[src/sv/i2cmwr_pkg.sv]
package i2cmwr_pkg;

    // Data bytes held in the frame buffer; the address byte sits in front of them.
    localparam int BUFFER_BYTES = 16;
    localparam int FRAME_LEN    = BUFFER_BYTES + 1;
    localparam int OFF_W        = $clog2(FRAME_LEN + 1);
    localparam int MEM_AW       = $clog2(BUFFER_BYTES);

    localparam logic [7:0] ST_START        = 8'h08;
    localparam logic [7:0] ST_REP_START    = 8'h10;
    localparam logic [7:0] ST_ARB_LOST     = 8'h38;
    localparam logic [7:0] ST_TX_ADDR_ACK  = 8'h18;
    localparam logic [7:0] ST_TX_DATA_ACK  = 8'h28;
    localparam logic [7:0] ST_RX_ADDR_ACK  = 8'h40;
    localparam logic [7:0] ST_RX_DATA_ACK  = 8'h50;
    localparam logic [7:0] ST_RX_DATA_NACK = 8'h58;
    localparam logic [7:0] IDLE_BYTE       = 8'hFF;

    typedef enum logic [1:0] {
        KIND_LOAD   = 2'd0,
        KIND_START  = 2'd1,
        KIND_STATUS = 2'd2,
        KIND_READ   = 2'd3
    } t_kind;

    typedef enum logic [2:0] {
        CMD_NONE  = 3'd0,
        CMD_START = 3'd1,
        CMD_XFER  = 3'd2,
        CMD_STOP  = 3'd3,
        CMD_ABORT = 3'd4,
        CMD_ACK   = 3'd5,
        CMD_NACK  = 3'd6
    } t_cmd;

    typedef struct packed {
        t_kind      kind;
        logic [3:0] index;
        logic [7:0] data_byte;
        logic [6:0] slave_address;
        logic [7:0] send_count;
        logic [7:0] recv_count;
        logic [7:0] status_code;
    } t_item;

    typedef struct packed {
        logic              we;
        logic [MEM_AW-1:0] waddr;
        logic [7:0]        wdata;
        logic              re;
        logic [MEM_AW-1:0] raddr;
    } t_mem_req;

    typedef struct packed {
        t_cmd             command;
        logic [7:0]       tx_byte;
        logic             tx_valid;
        logic             tx_from_mem;
        logic             done;
        logic             busy;
        logic             rx_from_mem;
        logic [OFF_W-1:0] received_count;
    } t_result;

endpackage

[src/sv/i2c_master_write_read_sequencer.sv]
// I2C master write-then-read sequencer.
// An accepted item passes through the input register, then the result register.
// Throughput: one item per cycle unless the result side stalls; the input and the result
// registers decouple the sides: an empty input register takes an item as a result waits.
// Reset (i_rst_n low, synchronous): pipeline empty, offset/totals zero, not busy.
module i2c_master_write_read_sequencer (
    input  logic        i_clk,
    input  logic        i_rst_n,
    // input item channel
    input  logic        i_in_valid,
    output logic        o_in_stall,
    input  logic [1:0]  i_kind,
    input  logic [3:0]  i_index,
    input  logic [7:0]  i_data_byte,
    input  logic [6:0]  i_slave_address,
    input  logic [7:0]  i_send_count,
    input  logic [7:0]  i_recv_count,
    input  logic [7:0]  i_status_code,
    // result item channel
    output logic        o_out_valid,
    input  logic        i_out_stall,
    output logic [2:0]  o_command,
    output logic [7:0]  o_tx_byte,
    output logic        o_tx_valid,
    output logic        o_done_res,
    output logic        o_busy_res,
    output logic [7:0]  o_rx_byte,
    output logic [4:0]  o_received_count
);

    // Stage 1: input register. The controller decodes the item against the
    // transaction state and updates that state when the item moves on.
    logic              r_in_valid, n_in_valid;
    i2cmwr_pkg::t_item r_item;

    // Stage 2: result register. Buffer bytes come out of the frame RAM's
    // registered read port, which lines up with this stage.
    logic                r_out_valid, n_out_valid;
    i2cmwr_pkg::t_result r_res;

    logic                 out_free;   // result register empty or being drained
    logic                 fire;       // stage 1 item moves into the result register
    logic                 take;       // input item accepted
    i2cmwr_pkg::t_mem_req mem_req;
    i2cmwr_pkg::t_result  ctrl_res;
    logic [7:0]           mem_q;

    assign out_free   = !r_out_valid || !i_out_stall;
    assign fire       = r_in_valid && out_free;
    assign o_in_stall = r_in_valid && !out_free;
    assign take       = i_in_valid && !o_in_stall;

    always_comb begin
        n_in_valid  = r_in_valid;
        n_out_valid = r_out_valid;
        if (take) begin
            n_in_valid = 1'b1;
        end else if (fire) begin
            n_in_valid = 1'b0;
        end
        if (fire) begin
            n_out_valid = 1'b1;
        end else if (out_free) begin
            n_out_valid = 1'b0;
        end
    end

    always_ff @(posedge i_clk) begin
        if (!i_rst_n) begin
            r_in_valid  <= 1'b0;
            r_out_valid <= 1'b0;
        end else begin
            r_in_valid  <= n_in_valid;
            r_out_valid <= n_out_valid;
        end
    end

    // payload registers, no reset
    always_ff @(posedge i_clk) begin
        if (take) begin
            r_item.kind          <= i2cmwr_pkg::t_kind'(i_kind);
            r_item.index         <= i_index;
            r_item.data_byte     <= i_data_byte;
            r_item.slave_address <= i_slave_address;
            r_item.send_count    <= i_send_count;
            r_item.recv_count    <= i_recv_count;
            r_item.status_code   <= i_status_code;
        end
        if (fire) begin
            r_res <= ctrl_res;
        end
    end

    i2cmwr_ctrl u_ctrl (
        .i_clk     (i_clk),
        .i_rst_n   (i_rst_n),
        .i_fire    (fire),
        .i_item    (r_item),
        .o_mem_req (mem_req),
        .o_result  (ctrl_res)
    );

    // data bytes 1..N of the frame; reads only on fire, so q holds under stall
    i2cmwr_frame_buf u_frame_buf (
        .i_clk (i_clk),
        .i_req (mem_req),
        .o_q   (mem_q)
    );

    assign o_out_valid      = r_out_valid;
    assign o_command        = r_res.command;
    assign o_tx_byte        = r_res.tx_from_mem ? mem_q : r_res.tx_byte;
    assign o_tx_valid       = r_res.tx_valid;
    assign o_done_res       = r_res.done;
    assign o_busy_res       = r_res.busy;
    assign o_rx_byte        = r_res.rx_from_mem ? mem_q : 8'h00;
    assign o_received_count = r_res.received_count;

    a_done_idle: assert property (@(posedge i_clk) disable iff (!i_rst_n)
        (o_out_valid && o_done_res) |-> !o_busy_res)
        else $error("done pulse while still busy");

    a_stop_byte: assert property (@(posedge i_clk) disable iff (!i_rst_n)
        (o_out_valid && (o_command == i2cmwr_pkg::CMD_STOP ||
                         o_command == i2cmwr_pkg::CMD_ABORT))
        |-> (o_tx_valid && o_tx_byte == i2cmwr_pkg::IDLE_BYTE && o_done_res))
        else $error("stop/abort without idle byte and done");

    a_stall_cause: assert property (@(posedge i_clk) disable iff (!i_rst_n)
        o_in_stall |-> (r_in_valid && o_out_valid && i_out_stall))
        else $error("input stalled while the result register can drain");

endmodule

[src/sv/i2cmwr_frame_buf.sv]
module i2cmwr_frame_buf (
    input  logic                  i_clk,
    input  i2cmwr_pkg::t_mem_req  i_req,
    output logic [7:0]            o_q
);

    logic [7:0] r_mem [i2cmwr_pkg::BUFFER_BYTES];
    logic [7:0] r_q;

    always_ff @(posedge i_clk) begin
        if (i_req.we) begin
            r_mem[i_req.waddr] <= i_req.wdata;
        end
        if (i_req.re) begin
            r_q <= r_mem[i_req.raddr];
        end
    end

    assign o_q = r_q;

endmodule

[src/sv/i2cmwr_ctrl.sv]
module i2cmwr_ctrl (
    input  logic                  i_clk,
    input  logic                  i_rst_n,
    input  logic                  i_fire,
    input  i2cmwr_pkg::t_item     i_item,
    output i2cmwr_pkg::t_mem_req  o_mem_req,
    output i2cmwr_pkg::t_result   o_result
);

    localparam int OFF_W = i2cmwr_pkg::OFF_W;
    localparam logic [OFF_W-1:0] FRAME_LEN_C = OFF_W'(i2cmwr_pkg::FRAME_LEN);
    localparam logic [OFF_W-1:0] BUF_C       = OFF_W'(i2cmwr_pkg::BUFFER_BYTES);
    localparam logic [OFF_W-1:0] ONE_C       = OFF_W'(1);

    logic [7:0]       r_addr_byte, n_addr_byte;
    logic [OFF_W-1:0] r_byte_offset, n_byte_offset;
    logic [OFF_W-1:0] r_send_total, n_send_total;
    logic [OFF_W-1:0] r_recv_total, n_recv_total;
    logic             r_busy, n_busy;

    i2cmwr_pkg::t_mem_req req;
    i2cmwr_pkg::t_result  res;

    function automatic logic [OFF_W-1:0] sat_count(input logic [7:0] v);
        logic [OFF_W-1:0] s;
        if (v > 8'(i2cmwr_pkg::BUFFER_BYTES)) begin
            s = BUF_C;
        end else begin
            s = OFF_W'(v);
        end
        return s;
    endfunction

    always_comb begin
        logic             tx_phase;
        logic             rx_phase;
        logic [OFF_W-1:0] off_tx;
        logic [OFF_W-1:0] off_rx;
        logic [OFF_W-1:0] s_cnt;
        logic [OFF_W-1:0] r_cnt;
        logic [OFF_W-1:0] n_cnt;

        n_addr_byte   = r_addr_byte;
        n_byte_offset = r_byte_offset;
        n_send_total  = r_send_total;
        n_recv_total  = r_recv_total;
        n_busy        = r_busy;
        req           = '0;
        res           = '0;
        tx_phase      = 1'b0;
        rx_phase      = 1'b0;
        off_tx        = r_byte_offset;
        off_rx        = r_byte_offset;
        s_cnt         = sat_count(i_item.send_count);
        r_cnt         = sat_count(i_item.recv_count);
        n_cnt         = (r_recv_total < r_cnt) ? r_recv_total : r_cnt;

        unique case (i_item.kind)
            i2cmwr_pkg::KIND_LOAD: begin
                if (!r_busy) begin
                    req.we    = 1'b1;
                    req.waddr = i_item.index;
                    req.wdata = i_item.data_byte;
                end
            end
            i2cmwr_pkg::KIND_START: begin
                if (!r_busy) begin
                    n_addr_byte  = {i_item.slave_address, (s_cnt == '0)};
                    n_send_total = s_cnt + ONE_C;
                    n_recv_total = r_cnt + ONE_C;
                    n_busy       = 1'b1;
                    res.command  = i2cmwr_pkg::CMD_START;
                end
            end
            i2cmwr_pkg::KIND_STATUS: begin
                if (r_busy) begin
                    case (i_item.status_code) inside
                        i2cmwr_pkg::ST_START, i2cmwr_pkg::ST_REP_START: begin
                            off_tx   = '0;
                            tx_phase = 1'b1;
                        end
                        i2cmwr_pkg::ST_TX_ADDR_ACK, i2cmwr_pkg::ST_TX_DATA_ACK: begin
                            tx_phase = 1'b1;
                        end
                        i2cmwr_pkg::ST_ARB_LOST: begin
                            if (r_send_total != ONE_C) begin
                                n_addr_byte = {r_addr_byte[7:1], 1'b0};
                            end
                            res.command = i2cmwr_pkg::CMD_START;
                        end
                        i2cmwr_pkg::ST_RX_DATA_ACK: begin
                            if (r_byte_offset < FRAME_LEN_C) begin
                                if (r_byte_offset == '0) begin
                                    n_addr_byte = i_item.data_byte;
                                end else begin
                                    req.we    = 1'b1;
                                    req.waddr = i2cmwr_pkg::MEM_AW'(r_byte_offset - ONE_C);
                                    req.wdata = i_item.data_byte;
                                end
                                off_rx        = r_byte_offset + ONE_C;
                                n_byte_offset = off_rx;
                            end
                            rx_phase = 1'b1;
                        end
                        i2cmwr_pkg::ST_RX_ADDR_ACK: begin
                            rx_phase = 1'b1;
                        end
                        i2cmwr_pkg::ST_RX_DATA_NACK: begin
                            n_recv_total = r_byte_offset;
                            if (r_byte_offset < FRAME_LEN_C) begin
                                if (r_byte_offset == '0) begin
                                    n_addr_byte = i_item.data_byte;
                                end else begin
                                    req.we    = 1'b1;
                                    req.waddr = i2cmwr_pkg::MEM_AW'(r_byte_offset - ONE_C);
                                    req.wdata = i_item.data_byte;
                                end
                            end
                            res.tx_byte  = i2cmwr_pkg::IDLE_BYTE;
                            res.tx_valid = 1'b1;
                            res.command  = i2cmwr_pkg::CMD_STOP;
                            res.done     = 1'b1;
                            n_busy       = 1'b0;
                        end
                        default: begin
                            // NACK, bus error or a code we do not know
                            n_recv_total = '0;
                            res.tx_byte  = i2cmwr_pkg::IDLE_BYTE;
                            res.tx_valid = 1'b1;
                            res.command  = i2cmwr_pkg::CMD_ABORT;
                            res.done     = 1'b1;
                            n_busy       = 1'b0;
                        end
                    endcase

                    if (tx_phase) begin
                        n_byte_offset = off_tx;
                        if (off_tx < r_send_total && off_tx < FRAME_LEN_C) begin
                            if (off_tx == '0) begin
                                res.tx_byte = r_addr_byte;
                            end else begin
                                res.tx_from_mem = 1'b1;
                                req.re          = 1'b1;
                                req.raddr       = i2cmwr_pkg::MEM_AW'(off_tx - ONE_C);
                            end
                            res.tx_valid  = 1'b1;
                            n_byte_offset = off_tx + ONE_C;
                            res.command   = i2cmwr_pkg::CMD_XFER;
                        end else if (r_recv_total != ONE_C) begin
                            // write phase over, repeated start into read
                            n_addr_byte = {r_addr_byte[7:1], 1'b1};
                            res.command = i2cmwr_pkg::CMD_START;
                        end else begin
                            res.tx_byte  = i2cmwr_pkg::IDLE_BYTE;
                            res.tx_valid = 1'b1;
                            res.command  = i2cmwr_pkg::CMD_STOP;
                            res.done     = 1'b1;
                            n_busy       = 1'b0;
                        end
                    end

                    if (rx_phase) begin
                        if ({1'b0, off_rx} + (OFF_W + 1)'(1) < {1'b0, r_recv_total}) begin
                            res.command = i2cmwr_pkg::CMD_ACK;
                        end else begin
                            res.command = i2cmwr_pkg::CMD_NACK;
                        end
                    end
                end
            end
            i2cmwr_pkg::KIND_READ: begin
                res.received_count = n_cnt;
                if ({1'b0, i_item.index} < n_cnt) begin
                    res.rx_from_mem = 1'b1;
                    req.re          = 1'b1;
                    req.raddr       = i_item.index;
                end
            end
            default: begin
            end
        endcase

        res.busy = n_busy;
    end

    always_ff @(posedge i_clk) begin
        if (!i_rst_n) begin
            r_byte_offset <= '0;
            r_send_total  <= '0;
            r_recv_total  <= '0;
            r_busy        <= 1'b0;
        end else if (i_fire) begin
            r_byte_offset <= n_byte_offset;
            r_send_total  <= n_send_total;
            r_recv_total  <= n_recv_total;
            r_busy        <= n_busy;
        end
    end

    // address byte is frame entry 0; undefined until a start writes it
    always_ff @(posedge i_clk) begin
        if (i_fire) begin
            r_addr_byte <= n_addr_byte;
        end
    end

    always_comb begin
        o_mem_req    = req;
        o_mem_req.we = req.we & i_fire;
        o_mem_req.re = req.re & i_fire;
    end

    assign o_result = res;

    a_offset_range: assert property (@(posedge i_clk) disable iff (!i_rst_n)
        r_byte_offset <= FRAME_LEN_C)
        else $error("byte offset past frame end");

    a_busy_totals: assert property (@(posedge i_clk) disable iff (!i_rst_n)
        r_busy |-> (r_send_total != '0 && r_send_total <= FRAME_LEN_C))
        else $error("busy without a valid send total");

endmodule

[config.mk]
export PLATFORM = sky130hd
export DESIGN_NAME = i2c_master_write_read_sequencer
export DESIGN_NICKNAME = d
export VERILOG_FILES = /design/src/sv/i2cmwr_pkg.sv /design/src/sv/i2c_master_write_read_sequencer.sv /design/src/sv/i2cmwr_frame_buf.sv /design/src/sv/i2cmwr_ctrl.sv
export SDC_FILE = /design/constraint.sdc
export NUM_CORES = 1
export LEC_CHECK = 0
export BUFFER_PORTS_ARGS = -buffer_cell sky130_fd_sc_hd__buf_2
export CAP_MARGIN = 20
export CORE_MARGIN = 3
export CORE_UTILIZATION = 35
export DETAILED_ROUTE_END_ITERATION = 16
export GPL_ROUTABILITY_DRIVEN = 0
export PLACE_DENSITY = 0.59
export SLEW_MARGIN = 20
export SYNTH_ARGS = -nofsm -noshare
export SYNTH_HDL_FRONTEND = slang
export SYNTH_SLANG_ARGS = --single-unit
[constraint.sdc]
create_clock -name i_clk -period 13.43 [get_ports i_clk]
set_clock_uncertainty 0.15 [all_clocks]
set_input_delay 0.6715 -clock i_clk [delete_from_list [all_inputs] [get_ports i_clk]]
set_output_delay 0.6715 -clock i_clk [all_outputs]
set_load 0.02 [all_outputs]
==> out/metrics.csv <==
stage,metric,value,unit
outcome,outcome,"complete, no violations",
layout,"commonest non-fill, non-tap cell in the layout",edfxtp_1,
pwr,P_leak,4.52,nW
synth,Avg Synthesized Cell Area,12.4,um2
sta,Peak Freq,0.148,GHz
detailed_routing,drt pass-1 iters,7,
synth,simple-gate share of the synthesized area,13.9,%
detailed_routing,DRT Wirelength,26300,um
floorplanning,Rows,63,
floorplanning,Core Region,0.0300,mm2
setup_path,CP Class,reg -> reg,
synth,Synth top area share,58.4,%
hold_path,Worst Hold Class,in -> reg,
sta,final hold vios,0,
setup_path,crit-path max FO,35,
clock_network,Post-CTS Setup Inserts,0,
floorplanning,I/O pin count,78,
setup_path,Worst Path Required,13560,ps
synth,Yosys warnings,0,
layout,most frequent cells in the layout,"210 x edfxtp_1, 128 x nand2_1, 77 x buf_2, 47 x nor2_1, 42 x o21ai_0",
layout,Final Instance Area,0.0123,mm2
synth,biggest area consumer among synthesized cells,edfxtp_1,
placement,DP HPWL,18100,um
sta,final period utilization,50.1,%
pwr,Pwr Density,129,mW/mm2
clock_network,cells resized by post-CTS repair,0,
synth,largest family of logic cells by synthesized area,simple AND/OR/NAND/NOR gates,
synth,Post-Synth Adder-Cell Area,3.25,%
global_route,initial antenna violation count,0,
detailed_routing,initial DRC count,740,
clock_network,clock sink count,228,
clock_network,CTS root buf,clkbuf_16,
synth,synthesized cell area,0.0108,mm2
layout,area delta synth->final,14.1,%
synth,"top cells by area, synth","edfxtp_1 58%, nand2_1 4.5%, dfxtp_1 3.3%",
global_route,largest net degree at the start of global routing,57,
sta,Final min period,6730,ps
global_route,M1 GR Usage,21.7,%
detailed_routing,total vias in the final route,7125,
layout,final net count,1016,
sta,Slew HR,28.3,%
floorplanning,Initial Util,35.9,%
global_route,global-route usage over all layers,15.6,%
pwr,Clk network pwr share,43.9,%
sta,Post-Route Setup TNS,0,ps
pwr,peak supply drop,84.7,uV
floorplanning,die height,182,um
synth,Synth Flop Type,edfxtp_1,
layout,fraction of layout cells with a size suffix above 1,16.8,%
synth,sequential area share after synthesis,61.8,%
layout,register area,0.00667,mm2
pwr,net switching power,0.349,mW
setup_path,CP endpoint kind,flip-flop,
global_route,met2 usage in global routing,25.9,%
setup_path,worst path arrival time,6860,ps
layout,# fillers,2850,
clock_network,clk_lat worst skew,530,ps
detailed_routing,DRC viols,0,
floorplanning,Die ar.,0.0330,mm2
sta,Slew Limit Fails,0,
clock_network,Worst-path clk slew,60,ps
pwr,Reg power frac,50.3,%
synth,xor and xnor area share after synthesis,0.974,%
detailed_routing,mean number of vias per cell,5.29,
detailed_routing,routed length per placed instance,19.5,um
synth,mux share of post-synthesis cell area,4.78,%
sta,worst slew pin tran,1080,ps
clock_network,Num CTS Buffers,25,
placement,dpl cell area,0.0115,mm2
sta,Final setup viols,0,
global_route,global-route wire length before repair,40500,um
global_route,met3 GRT Util,2.10,%
clock_network,CTS tree,yes,
floorplanning,die width,182,um
clock_network,H-tree depth,1,
layout,antenna cells,0,
placement,PortBufs,77,
sta,RSZ-0062 raised after global routing,no,
global_route,vias in the first global route,7014,
global_route,most used routing layer,met2,
synth,Syn Inst Count,871,
clock_network,clk buf depth,3,
pwr,Net Sw Frac,22.0,%
clock_network,Hold Buf Count CTS,0,
synth,fraction of registers with async set/reset,0,%
pwr,Power Internal,1.24,mW
synth,Synth Register Bits,228,
synth,Mapped Nets,948,
synth,Unique masters post-synth,75,
pwr,power share of the combinational group,5.7,%
layout,multi-input logic area,0.00380,mm2
detailed_routing,antenna-violating nets left,0,
synth,"EDFF count, synth",210,
synth,complex-gate fraction of the synthesized area,12.1,%
flow_run,max-cap violations,0,
setup_path,startpoint types,flip-flop,
global_route,GR Overflow Total,0,
## state kept, by name, summed over array words and instances, names as in the netlist, 3 cells and up
register,count
r_item,45
u_ctrl.r_recv_total,5
r_res,10
u_ctrl.r_byte_offset,5
o_command,3
u_frame_buf.r_mem,128
o_received_count,5
u_ctrl.r_send_total,5
u_frame_buf.o_q,8
u_ctrl.r_addr_byte,8
## final cells by class
type,count,share of cell area (%)
well taps,390,3.96
flip-flops and latches,228,54.1
multi-input cells,573,30.8
clock inverters,17,1.56
inverters,28,0.853
clock buffers,28,5.17
repair buffers,83,3.49
## power by group through the flow
stage	clock [mW]	combinational, mW	sequential, mW
after floorplan	0	0.0626	0.811
after global placement	0	0.0899	0.815
after detailed placement	0	0.0911	0.815
after CTS	0.711	0.0914	0.800
after global routing	0.741	0.100	0.801
final	0.698	0.0907	0.800
## critical path, stage by stage, from the launching register on
cell and delay, ps:
edfxtp_1 460, or4_1 560, a2111oi_1 790, nand2_1 230
ha_1 360, a21oi_1 90, o21ai_0 540, nor2_4 120
nor2_1 130, a21oi_1 70, ha_1 350, nand2_1 120
a211oi_1 400, o32ai_4 220, a31oi_4 900, nand2_2 250
a2bb2oi_1 190, mux2_2 260, a211o_1 280
## synth_stat cells, types with 18 or more instances
master and number:
a21oi_1 38, and2_1 25, clkbuf_1 18, dfxtp_1 18, edfxtp_1 210, ha_1 28, inv_1 26, mux2_2 20
mux2i_1 29, nand2_1 128, nand3_1 25, nor2_1 47, o21ai_0 42
## worst paths after layout
kind | start | to | slack [ps] | depth (start not counted)
worst max register to register | r_item[8]$_DFFE_PP_ | u_frame_buf.o_q[1]$_DFFE_PP_ | 6700 | 18
worst min register to register | u_ctrl.r_send_total[0]$_SDFFE_PN0P_ | u_ctrl.r_send_total[0]$_SDFFE_PN0P_ | 360 | 1
worst max-delay path | r_item[8]$_DFFE_PP_ | u_frame_buf.o_q[1]$_DFFE_PP_ | 6700 | 18
worst min-delay path | i_recv_count[0] | r_item[8]$_DFFE_PP_ | 160 | 1
## layer usage
| metal | vias to the layer above | wire, um |
|---|---|---|
| met5 | - | 0 |
| met4 | 0 | 690 |
| met3 | 46 | 1280 |
| met2 | 189 | 12700 |
| met1 | 3474 | 11600 |
| li1 | 3416 | - |
## cells by family (layout without fill, tap and decap cells)
logic type,count (synthesis),count (layout)
DFF,228,228
adders and majority gates,28,28
muxes,49,49
xor gates and xnor gates,12,12
buffers and inverters,70,156
and+or+nand+nor,302,302
AOI/OAI and AO/OA,182,182
## through the flow
stage | power (mW) | std cells | utilization [%] | hold WS (ps) | worst slack [ps]
finish | 1.59 | 1347 | 41.0 | 159 | 6700
global placement | 0.904 | 1302 | 38.2 | 335 | 6790
floorplan | 0.873 | 871 | - | 322 | 7880
detailed placement | 0.906 | 1302 | 38.2 | 353 | 6430
global route | 1.64 | 1347 | 41.0 | 147 | 6060
CTS | 1.60 | 1347 | 41.0 | 140 | 6470
No activity file was read; power rests on OpenSTA's default activity.
